### src/rtl/core/lcc_pkg.sv
// Shared constants for the LED comet chase stepper.
`default_nettype none
package lcc_pkg;

  // Ring size limit and field widths.
  localparam int unsigned MaxLeds   = 1024;
  localparam int unsigned IdxW      = 10;
  localparam int unsigned LenW      = 11;
  localparam int unsigned TimeW     = 32;
  localparam int unsigned ColW      = 8;
  localparam int unsigned FacW      = 9;
  localparam int unsigned CfgIdxW   = 3;
  localparam int unsigned CfgDataW  = 32;
  localparam int unsigned CntW      = 5;

  // Full-scale Q8 factor and rounding constant.
  localparam logic [FacW-1:0] FacFull = 9'd256;
  localparam logic [15:0]     RoundQ8 = 16'd128;

  // Configuration register indices.
  localparam logic [CfgIdxW-1:0] RegHeadRed   = 3'd0;
  localparam logic [CfgIdxW-1:0] RegHeadGreen = 3'd1;
  localparam logic [CfgIdxW-1:0] RegHeadBlue  = 3'd2;
  localparam logic [CfgIdxW-1:0] RegNearFac   = 3'd3;
  localparam logic [CfgIdxW-1:0] RegFarFac    = 3'd4;
  localparam logic [CfgIdxW-1:0] RegInterval  = 3'd5;
  localparam logic [CfgIdxW-1:0] RegCcw       = 3'd6;
  localparam logic [CfgIdxW-1:0] RegLength    = 3'd7;

  // Input command codes.
  localparam logic CmdBegin  = 1'b0;
  localparam logic CmdUpdate = 1'b1;

endpackage
`default_nettype wire

### src/rtl/core/led_comet_chase_stepper.sv
// Top level of the LED comet chase stepper: sequencer, serial divider and frame builder.
`default_nettype none
// Each input beat is a begin or update command with a millisecond time stamp; the
// block answers with at most one frame beat (head index, two tail indices and
// the scaled tail colours). A begin command, or any command on an empty strip,
// goes from the check state straight to the emit state. An update that arrives
// before one step interval has passed gives no frame. An update that steps
// passes through the divide, update and emit states: one restoring
// divide-and-compare unit produces one quotient bit a cycle, and the same pass
// folds the quotient bits into the step count modulo the ring length and reduces
// the stored head position modulo the ring length. Input is refused while a
// command is in progress; a finished frame sits in the output register and the
// block returns to accepting input as soon as that register is free.
module led_comet_chase_stepper (
  input  wire logic                             clk_i,
  input  wire logic                             rst_ni,
  // Configuration write port.
  input  wire logic                             cfg_we_i,
  input  wire logic [lcc_pkg::CfgIdxW-1:0]      cfg_idx_i,
  input  wire logic [lcc_pkg::CfgDataW-1:0]     cfg_data_i,
  // Command channel.
  input  wire logic                             in_valid_i,
  output      logic                             in_ready_o,
  input  wire logic                             command_i,
  input  wire logic [lcc_pkg::TimeW-1:0]        now_ms_i,
  // Frame channel.
  output      logic                             out_valid_o,
  input  wire logic                             out_ready_i,
  output      logic                             strip_empty_o,
  output      logic [lcc_pkg::IdxW-1:0]         head_index_o,
  output      logic [lcc_pkg::IdxW-1:0]         near_tail_index_o,
  output      logic                             near_tail_present_o,
  output      logic [lcc_pkg::IdxW-1:0]         far_tail_index_o,
  output      logic                             far_tail_present_o,
  output      logic [lcc_pkg::ColW-1:0]         near_tail_red_o,
  output      logic [lcc_pkg::ColW-1:0]         near_tail_green_o,
  output      logic [lcc_pkg::ColW-1:0]         near_tail_blue_o,
  output      logic [lcc_pkg::ColW-1:0]         far_tail_red_o,
  output      logic [lcc_pkg::ColW-1:0]         far_tail_green_o,
  output      logic [lcc_pkg::ColW-1:0]         far_tail_blue_o
);

  // Sequencer state codes.
  localparam logic [2:0] StIdle  = 3'd0;
  localparam logic [2:0] StCheck = 3'd1;
  localparam logic [2:0] StDiv   = 3'd2;
  localparam logic [2:0] StUpd   = 3'd3;
  localparam logic [2:0] StEmit  = 3'd4;

  localparam int unsigned TW = lcc_pkg::TimeW;
  localparam int unsigned IW = lcc_pkg::IdxW;
  localparam int unsigned LW = lcc_pkg::LenW;
  localparam int unsigned CW = lcc_pkg::ColW;
  localparam int unsigned FW = lcc_pkg::FacW;

  // Rounded Q8 scaling of one colour component; the result never exceeds 255.
  function automatic logic [CW-1:0] scale_q8(input logic [CW-1:0] comp,
                                             input logic [FW-1:0] fac);
    logic [FW-1:0] f;
    logic [15:0]   prod;
    begin
      f    = (fac > lcc_pkg::FacFull) ? lcc_pkg::FacFull : fac;
      prod = 16'({8'd0, comp} * {7'd0, f}) + lcc_pkg::RoundQ8;
      return prod[15:8];
    end
  endfunction

  // Tail index k LEDs behind the head, wrapped round a ring of n LEDs (k < n).
  function automatic logic [IW-1:0] tail_idx(input logic [IW-1:0] pos,
                                             input logic [LW-1:0] n,
                                             input logic          ccw,
                                             input logic [1:0]    k);
    logic [LW:0] t;
    begin
      if (ccw) begin
        t = {2'd0, pos} + {10'd0, k};
      end else begin
        t = {2'd0, pos} + {1'b0, n} - {10'd0, k};
      end
      if (t >= {1'b0, n}) begin
        t = t - {1'b0, n};
      end
      return t[IW-1:0];
    end
  endfunction

  // Configuration registers.
  logic [CW-1:0] red_q, green_q, blue_q;
  logic [FW-1:0] near_fac_q, far_fac_q;
  logic [TW-1:0] interval_q;
  logic          ccw_q;
  logic [LW-1:0] len_q;

  always_ff @(posedge clk_i or negedge rst_ni) begin
    if (!rst_ni) begin
      red_q      <= '0;
      green_q    <= '0;
      blue_q     <= '0;
      near_fac_q <= 9'd128;
      far_fac_q  <= 9'd64;
      interval_q <= 32'd1;
      ccw_q      <= 1'b0;
      len_q      <= '0;
    end else if (cfg_we_i) begin
      unique case (cfg_idx_i)
        lcc_pkg::RegHeadRed:   red_q      <= cfg_data_i[CW-1:0];
        lcc_pkg::RegHeadGreen: green_q    <= cfg_data_i[CW-1:0];
        lcc_pkg::RegHeadBlue:  blue_q     <= cfg_data_i[CW-1:0];
        lcc_pkg::RegNearFac:   near_fac_q <= cfg_data_i[FW-1:0];
        lcc_pkg::RegFarFac:    far_fac_q  <= cfg_data_i[FW-1:0];
        lcc_pkg::RegInterval:  interval_q <= cfg_data_i[TW-1:0];
        lcc_pkg::RegCcw:       ccw_q      <= cfg_data_i[0];
        lcc_pkg::RegLength:    len_q      <= cfg_data_i[LW-1:0];
      endcase
    end
  end

  // Effective LED count and step interval.
  logic [LW-1:0] n_leds;
  logic [TW-1:0] ivl;
  assign n_leds = (len_q > LW'(lcc_pkg::MaxLeds)) ? LW'(lcc_pkg::MaxLeds) : len_q;
  assign ivl    = (interval_q == '0) ? TW'(1) : interval_q;

  // Control and working registers.
  logic [2:0]              state_q, state_d;
  logic [lcc_pkg::CntW-1:0] cnt_q, cnt_d;
  logic [IW-1:0]           head_q, head_d;
  logic [TW-1:0]           last_q, last_d;
  logic                    out_valid_q, out_valid_d;
  logic                    cmd_q;
  logic [TW-1:0]           now_q;
  logic [TW-1:0]           rem_q, rem_d;
  logic [TW-1:0]           dvd_q, dvd_d;
  logic [IW-1:0]           smod_q, smod_d;
  logic [IW-1:0]           hmod_q, hmod_d;
  logic [IW-1:0]           hsh_q, hsh_d;
  logic                    load_out;

  logic in_acc;
  assign in_ready_o = (state_q == StIdle);
  assign in_acc     = in_valid_i && in_ready_o;

  // One step of the shared unit: quotient bit, and both modular reductions.
  logic [TW:0]   r_shift, r_sub;
  logic          q_bit;
  logic [LW-1:0] s_shift, h_shift;
  logic [IW-1:0] s_next, h_next;
  logic [TW-1:0] elapsed;

  assign elapsed = now_q - last_q;
  assign r_shift = {rem_q, dvd_q[TW-1]};
  assign r_sub   = r_shift - {1'b0, ivl};
  assign q_bit   = (r_shift >= {1'b0, ivl});
  assign s_shift = {smod_q, q_bit};
  assign s_next  = (s_shift >= n_leds) ? IW'(s_shift - n_leds) : s_shift[IW-1:0];
  assign h_shift = {hmod_q, hsh_q[IW-1]};
  assign h_next  = (h_shift >= n_leds) ? IW'(h_shift - n_leds) : h_shift[IW-1:0];

  // New head position from the reduced head and step count.
  logic [LW:0]   new_pos;
  logic [LW:0]   new_pos_w;
  always_comb begin
    if (ccw_q) begin
      new_pos = {2'd0, hmod_q} + {1'b0, n_leds} - {2'd0, smod_q};
    end else begin
      new_pos = {2'd0, hmod_q} + {2'd0, smod_q};
    end
    new_pos_w = (new_pos >= {1'b0, n_leds}) ? (new_pos - {1'b0, n_leds}) : new_pos;
  end

  // Sequencer.
  always_comb begin
    state_d     = state_q;
    cnt_d       = cnt_q;
    head_d      = head_q;
    last_d      = last_q;
    rem_d       = rem_q;
    dvd_d       = dvd_q;
    smod_d      = smod_q;
    hmod_d      = hmod_q;
    hsh_d       = hsh_q;
    out_valid_d = out_valid_q;
    load_out    = 1'b0;

    if (out_valid_q && out_ready_i) begin
      out_valid_d = 1'b0;
    end

    unique case (state_q)
      StIdle: begin
        if (in_acc) begin
          state_d = StCheck;
        end
      end
      StCheck: begin
        if (cmd_q == lcc_pkg::CmdBegin) begin
          head_d  = '0;
          last_d  = now_q;
          state_d = StEmit;
        end else if (n_leds == '0) begin
          last_d  = now_q;
          state_d = StEmit;
        end else if (elapsed < ivl) begin
          state_d = StIdle;
        end else begin
          rem_d   = '0;
          dvd_d   = elapsed;
          smod_d  = '0;
          hmod_d  = '0;
          hsh_d   = head_q;
          cnt_d   = '1;
          state_d = StDiv;
        end
      end
      StDiv: begin
        rem_d  = q_bit ? r_sub[TW-1:0] : r_shift[TW-1:0];
        dvd_d  = {dvd_q[TW-2:0], 1'b0};
        smod_d = s_next;
        if (cnt_q < lcc_pkg::CntW'(IW)) begin
          hmod_d = h_next;
          hsh_d  = {hsh_q[IW-2:0], 1'b0};
        end
        cnt_d = cnt_q - lcc_pkg::CntW'(1);
        if (cnt_q == '0) begin
          state_d = StUpd;
        end
      end
      StUpd: begin
        // Stored time moves on by whole intervals: now minus the remainder.
        last_d  = now_q - rem_q;
        head_d  = new_pos_w[IW-1:0];
        state_d = StEmit;
      end
      StEmit: begin
        if (!out_valid_q || out_ready_i) begin
          load_out    = 1'b1;
          out_valid_d = 1'b1;
          state_d     = StIdle;
        end
      end
      default: begin
        state_d = StIdle;
      end
    endcase
  end

  always_ff @(posedge clk_i or negedge rst_ni) begin
    if (!rst_ni) begin
      state_q     <= StIdle;
      cnt_q       <= '0;
      head_q      <= '0;
      last_q      <= '0;
      out_valid_q <= 1'b0;
    end else begin
      state_q     <= state_d;
      cnt_q       <= cnt_d;
      head_q      <= head_d;
      last_q      <= last_d;
      out_valid_q <= out_valid_d;
    end
  end

  // Datapath registers need no reset.
  always_ff @(posedge clk_i) begin
    if (in_acc) begin
      cmd_q <= command_i;
      now_q <= now_ms_i;
    end
    rem_q  <= rem_d;
    dvd_q  <= dvd_d;
    smod_q <= smod_d;
    hmod_q <= hmod_d;
    hsh_q  <= hsh_d;
  end

  // Frame assembly into the output register.
  logic has_near, has_far, is_empty;
  assign is_empty = (n_leds == '0);
  assign has_near = (n_leds > LW'(1));
  assign has_far  = (n_leds > LW'(2));

  always_ff @(posedge clk_i) begin
    if (load_out) begin
      strip_empty_o       <= is_empty;
      head_index_o        <= is_empty ? '0 : head_q;
      near_tail_present_o <= has_near;
      far_tail_present_o  <= has_far;
      near_tail_index_o   <= has_near ? tail_idx(head_q, n_leds, ccw_q, 2'd1) : '0;
      far_tail_index_o    <= has_far  ? tail_idx(head_q, n_leds, ccw_q, 2'd2) : '0;
      near_tail_red_o     <= has_near ? scale_q8(red_q,   near_fac_q) : '0;
      near_tail_green_o   <= has_near ? scale_q8(green_q, near_fac_q) : '0;
      near_tail_blue_o    <= has_near ? scale_q8(blue_q,  near_fac_q) : '0;
      far_tail_red_o      <= has_far  ? scale_q8(red_q,   far_fac_q)  : '0;
      far_tail_green_o    <= has_far  ? scale_q8(green_q, far_fac_q)  : '0;
      far_tail_blue_o     <= has_far  ? scale_q8(blue_q,  far_fac_q)  : '0;
    end
  end

  assign out_valid_o = out_valid_q;

endmodule
`default_nettype wire

### config.mk
export PLATFORM = sky130hd
export DESIGN_NAME = led_comet_chase_stepper
export DESIGN_NICKNAME = d
export VERILOG_FILES = /design/src/rtl/core/lcc_pkg.sv /design/src/rtl/core/led_comet_chase_stepper.sv
export SDC_FILE = /design/constraint.sdc
export NUM_CORES = 2
export LEC_CHECK = 0
export ABC_AREA = 1
export BUFFER_PORTS_ARGS = -buffer_cell sky130_fd_sc_hd__buf_2
export CAP_MARGIN = 15
export CORE_MARGIN = 4
export CORE_UTILIZATION = 60
export CTS_CLUSTER_DIAMETER = 40
export DETAILED_ROUTE_END_ITERATION = 8
export PLACE_DENSITY = 0.76
export REMOVE_ABC_BUFFERS = 1
export SETUP_SLACK_MARGIN = 0.4
export SLEW_MARGIN = 20
export SYNTH_ARGS = -nofsm -noshare
export SYNTH_HDL_FRONTEND = slang
export SYNTH_SLANG_ARGS = --single-unit
### constraint.sdc
create_clock -name clk_i -period 8.2 [get_ports clk_i]
set_input_delay 0.41 -clock clk_i [delete_from_list [all_inputs] [get_ports clk_i]]
set_output_delay 0.41 -clock clk_i [all_outputs]
set_load 0.005 [all_outputs]
# After elaboration in Yosys (flattened, before gate mapping)
# Cells that the tools add are included.
# totals
regBits	345
latch_bits	0
ram_bits	0
romBits	0
inputBits	73
out_inout_bits	83
mem_count	0
# classes
n_addsub	23
n_mul	6
div_mod_pow	0
magnitude_cmp	13
n_eq_ne	20
shift	0
n_mux	55
n_bitwise	0
n_reduce_logical	24
# ops
op	count
$mux 32	10
$pmux 32 s2	3
$mux 10	14
$add 16x8->16 const B	6
$mul 8x9->16	6
$sub 32x32->32	3
$pmux 10 s2	4
$mux 12	5
$sub 10x10->10	5
$ge 12x11->1	3
$ge 33x32->1	1
$logic_not 32->1	1
$lt 32x32->1	1
$add 10x11->12	2
$ge 11x11->1	2
$reduce_and 2->1	10
$gt 9x9->1 const B	2
$mux 9	2
$eq 3x3->1 const B	5
$mux 3	5
$mux 5	3
$pmux 3 s5	1
$ne 2x2->1 const B	7
$eq 3x2->1 const B	4
other kinds (28)	36

# Longest topological paths before layout
# depth
ltp_word	8
ltp_mapped	33
ltp_nobuf	32

# Worst setup path before layout
# Ideal clock, no wire load.
# synth_timing
path_type	register -> register
startpoint	reg near_fac_q[0]
endpoint	reg near_tail_red_o[4] (netlist bit) (data pin)
setup_ns	0.254
arrival_ns	5.012
required_time_ns	7.946
path_slack_ns	2.933
path_stages_with_launch	25
n_path_buf	1
period_less_slack_ns	5.267
path_cell_list	dfrtp_1 nor4_1 nand2_1 nand2_1 nand2_1 clkinv_1 clkbuf_1 nand2_1 fa_1 inv_1 fa_1 inv_1 fa_1 inv_1 fa_1 ha_1 a21o_1 a211o_1 nand2_1 inv_1 nor2_1 inv_1 a21oi_1 o21bai_1 o21a_1
# synth_via
elab_chain_len	4
# synth_rtl
item	line_no	text
start, declared	led_comet_chase_stepper.sv:89	logic [FW-1:0] near_fac_q, far_fac_q;
start signal, assigned	led_comet_chase_stepper.sv:109	lcc_pkg::RegNearFac: near_fac_q <= cfg_data_i[FW-1:0];
$gt 9x9->1	led_comet_chase_stepper.sv:62	f = (fac > lcc_pkg::FacFull) ? lcc_pkg::FacFull : fac;
$mux 9 (*)	led_comet_chase_stepper.sv:62	
$mul 8x9->16 (*)	led_comet_chase_stepper.sv:63	prod = 16'({8'd0, comp} * {7'd0, f}) + lcc_pkg::RoundQ8;
$add 16x8->16 (*)	led_comet_chase_stepper.sv:63	
end signal, assigned	led_comet_chase_stepper.sv:290	near_tail_red_o <= has_near ? scale_q8(red_q, near_fac_q) : '0;
end, declared	led_comet_chase_stepper.sv:35	output logic [lcc_pkg::ColW-1:0] near_tail_red_o,
# Every way passes the cells marked *; elsewhere a longest branch is shown, timed or not.
# A chain may end at the register's enable or synchronous reset.

# Worst setup path after layout
# layout_timing
startpoint	reg far_fac_q[8]
endpoint	reg far_tail_red_o[6] (netlist bit) (data pin)
# layout_via
elab_chain_len	4
# layout_rtl
item	line_no	text
start, declared	led_comet_chase_stepper.sv:89	
start signal, assigned	led_comet_chase_stepper.sv:110	lcc_pkg::RegFarFac: far_fac_q <= cfg_data_i[FW-1:0];
$gt 9x9->1	led_comet_chase_stepper.sv:62	
$mux 9 (*)	led_comet_chase_stepper.sv:62	
$mul 8x9->16 (*)	led_comet_chase_stepper.sv:63	
$add 16x8->16 (*)	led_comet_chase_stepper.sv:63	
end signal, assigned	led_comet_chase_stepper.sv:293	far_tail_red_o <= has_far ? scale_q8(red_q, far_fac_q) : '0;
end, declared	led_comet_chase_stepper.sv:38	output logic [lcc_pkg::ColW-1:0] far_tail_red_o,
# Marks and branches as above.

==> key figures <==
Synthesis
  – Synth async-reset ratio: between 30% and 40%
  – Area contributors post-synth: edfxtp_1, ha_1, fa_1
  – Predominant post-synthesis flop cell: edfxtp_1
  – YS warnings: 0
  – EDFF count, synth: about 210
  – Post-synth top area share: about 17%
  – Post-synth top cells: nand2_1, inv_1, nor2_1
  – Register bit total from synthesis: ~350
  – Syn Area/Cell: around 7.8 sq um
  – Most common cell in the netlist: nand2_1
  – Register area share after synthesis: a little over a quarter
  – Leading area contributor after synthesis: edfxtp_1
  – Yosys cell types: 56
  – Cells after Synth: roughly 4,700
  – Post-Syn Area: approximately 0.037 sq mm

Global route
  – GRT Util Overall: between 30 and 40%
  – Global-route wire length before repair: about 160,000 um
  – Vias in the first global route: approximately 32,000
  – Remaining Overflow, GRT: 0
  – Largest net degree at the start of global routing: 97
  – Initial antenna violation count: 3

Placed design
  – Setup WS pre-CTS: between 2 and 2.5 ns
  – Final Wtd Congestion: 0.972
  – Buffers on Ports: approximately 160
  – # placed instances: 5,564
  – Dpl hpwl: 77,300 um

Detailed routing
  – Pre-Repair DR Iteration Count: 6
  – Initial DRC count: around 2,800
  – Post-DRT Antenna Nets: 0
  – Vias/cell: 5.63
  – WL final: ~100,000 um
  – WL per Instance: 17.7 um
  – Vias: about 32,000
  – Post-route DRC: 0

Clock tree
  – Postcts setup bufs: 0
  – CTS tree: yes
  – Post-CTS sizing: 0
  – Num CTS Buffers: 67
  – Hold_buf cts: 35
  – CTS root buf: clkbuf_16
  – Htree depth: 3
  – Clk_lat worst skew: 0.63 ns
  – Reg clk slew, reported paths: 0.05 ns
  – Clock buffer depth: 3
  – Clock Sinks: ~350

STA
  – Final setup margin: 2.08 ns
  – Final setup viols: 0
  – Slew Viols, Final: 0
  – Final hold slack: between 0.04 and 0.05 ns
  – RSZ-0062 raised after global routing: false
  – Clk_skew: between 0.03 and 0.04 ns
  – Actual transition at the worst max-transition pin: between 0.9 and 1 ns
  – Worst slew margin: between 30% and 40%
  – Final hold violations: 0
  – Final period utilization: about three quarters
  – Shortest period the worst path allows: between 6 and 7 ns
  – Max Freq: 0.163 GHz

Critical path
  – CP arrival: between 6 and 7 ns
  – Worst-path maximum fanout: 28
  – Critical path capture point type: register
  – CP startpoint kind: register
  – Family with the most delay on the worst path: adder cells
  – Largest stage delay, worst path: 0.66 ns
  – Worst Path Buf+Inv: 6
  – Critical path class: register to register
  – CP Data Required Time: around 8.7 ns
  – CP max stage cell: nand2_1
  – Top cell by count, worst path: nand2_1

Flow run
  – MaxCap Viol Count: 0

Floorplan
  – Core box area: between 0.06 and 0.07 sq mm
  – Initial core utilization: between 60% and 70%
  – Die height: approximately 260 um
  – # IOs: approximately 160
  – Die Area: 0.0656 sq mm
  – Die Width: 256 um
  – Row Count: 90

Power and ir drop
  – PD cells: roughly 400 mW/mm^2
  – Peak supply drop: about 250 uV
  – Internal power: between 0.008 and 0.009 W
  – Clock power frac: 18.2%
  – Sequential share of power: around 20%
  – Combinational Power Share: roughly 62%
  – Switch share: between 40 and 50%
  – Pleak: 20.8 nW
  – NetSw: 0.00785 W

Cells and area
  – Nets: ~5,700
  – Share of layout cells above drive strength 1: under 10%
  – Final core utilization: approximately two thirds
  – Area delta synth->final: 11.6%
  – Fin cells: 5,725

Hold path
  – Hold Path Class: primary input to register

Status
  – Status: complete, no violations
-- cell usage in the layout (no fill, tap or decap), types with 9 or more instances in the layout --
| cell type | instances |
|---|---|
| buf_4 | 29 |
| a21oi_1 | 356 |
| dfrtp_1 | 134 |
| o21bai_1 | 19 |
| a211oi_1 | 9 |
| o211ai_1 | 23 |
| a21o_1 | 17 |
| fa_1 | 260 |
| a31oi_1 | 25 |
| nand3_1 | 115 |
| inv_1 | 819 |
| nor2_1 | 566 |
| buf_2 | 154 |
| dlygate4sd3_1 | 35 |
| or2_2 | 19 |
| o21a_1 | 10 |
| nand4_1 | 33 |
| o22ai_1 | 12 |
| xnor2_1 | 68 |
| nor3_1 | 42 |
| ha_1 | 440 |
| clkbuf_16 | 70 |
| nor4_1 | 19 |
| nand2_1 | 916 |
| edfxtp_1 | 208 |
| o21ai_0 | 308 |
| xor2_1 | 88 |
-- layout make-up --
cell class | instances | area (sq um)
Multi-Input combinational cell | 3422 | 23700
Antenna cell | 2 | 5.00
Clock buffer | 82 | 1850
Clock inverter | 42 | 567
Timing Repair Buffer | 220 | 1360
Inverter | 830 | 3120
Tap cell | 782 | 978
Sequential cell | 345 | 9680
Fill cell | 5081 | 19500
-- path summary, 6_finish.rpt --
check | start | end | slack (ns) | cells past startpoint
max | far_fac_q[8] | far_tail_red_o[6] | 2.08 | 25
min | cfg_data_i[30] | interval_q[30] | 0.04 | 3
max reg2reg | far_fac_q[8] | far_tail_red_o[6] | 2.08 | 25
min reg2reg | far_fac_q[4] | far_fac_q[4] | 0.49 | 2
max in group asynchronous | rst_ni | last_q[2] | 6.58 | 3
min in group asynchronous | rst_ni | last_q[26] | 0.40 | 2
-- power groups by stage --
stage | Sequential, W | Clock [W] | Combinational, W
after floorplan | 0.00308 | 0 | 0.00734
after global placement | 0.00319 | 0 | 0.00953
after detailed placement | 0.00320 | 0 | 0.00973
after CTS | 0.00318 | 0.00296 | 0.00985
after global routing | 0.00325 | 0.00305 | 0.0113
final | 0.00319 | 0.00292 | 0.00997
-- per-stage QoR --
stage	TNS, ns	cell area, sq um	power (W)
final	0	41200	0.0161
after floorplan	-97.33	36400	0.0104
after global placement	0	38400	0.0127
after global routing	0	41200	0.0176
after detailed placement	0	38400	0.0129
after CTS	0	41200	0.0160
-- kinds of logic after synthesis --
kind of cell	after synthesis	synth area share (%)
AND/OR/NAND/NOR	1740	19.0
buffers and inverters	964	9.89
AO/OA/AOI/OAI	825	12.2
adder cells (fa/ha/maj)	700	29.0
flip-flops	345	26.2
XOR/XNOR	157	3.74
-- flip-flops by register name, summed over array words and instances, names as in the netlist, 9 cells and up --
register / count
dvd_q: 32
far_fac_q: 9
far_tail_index_o: 10
head_index_o: 10
head_q: 10
hmod_q: 10
hsh_q: 10
interval_q: 32
last_q: 32
len_q: 11
near_fac_q: 9
near_tail_index_o: 10
now_q: 32
rem_q: 32
smod_q: 10
-- worst min-delay path: stages --
cell	delay [ns]
buf_2	0.07
nor2_1	0.03
a21oi_1	0.10
-- per-layer routing --
| metal | GRT usage [%] | up-vias | wire [um] |
|---|---|---|---|
| met3 | 4.07 | 251 | 7330 |
| met5 | 0 | - | 12 |
| li1 | - | 15600 | - |
| met4 | 13.5 | 2 | 4600 |
| met1 | 41.3 | 15200 | 42800 |
| met2 | 50.4 | 1191 | 46800 |
No activity file was read; power rests on OpenSTA's default activity.
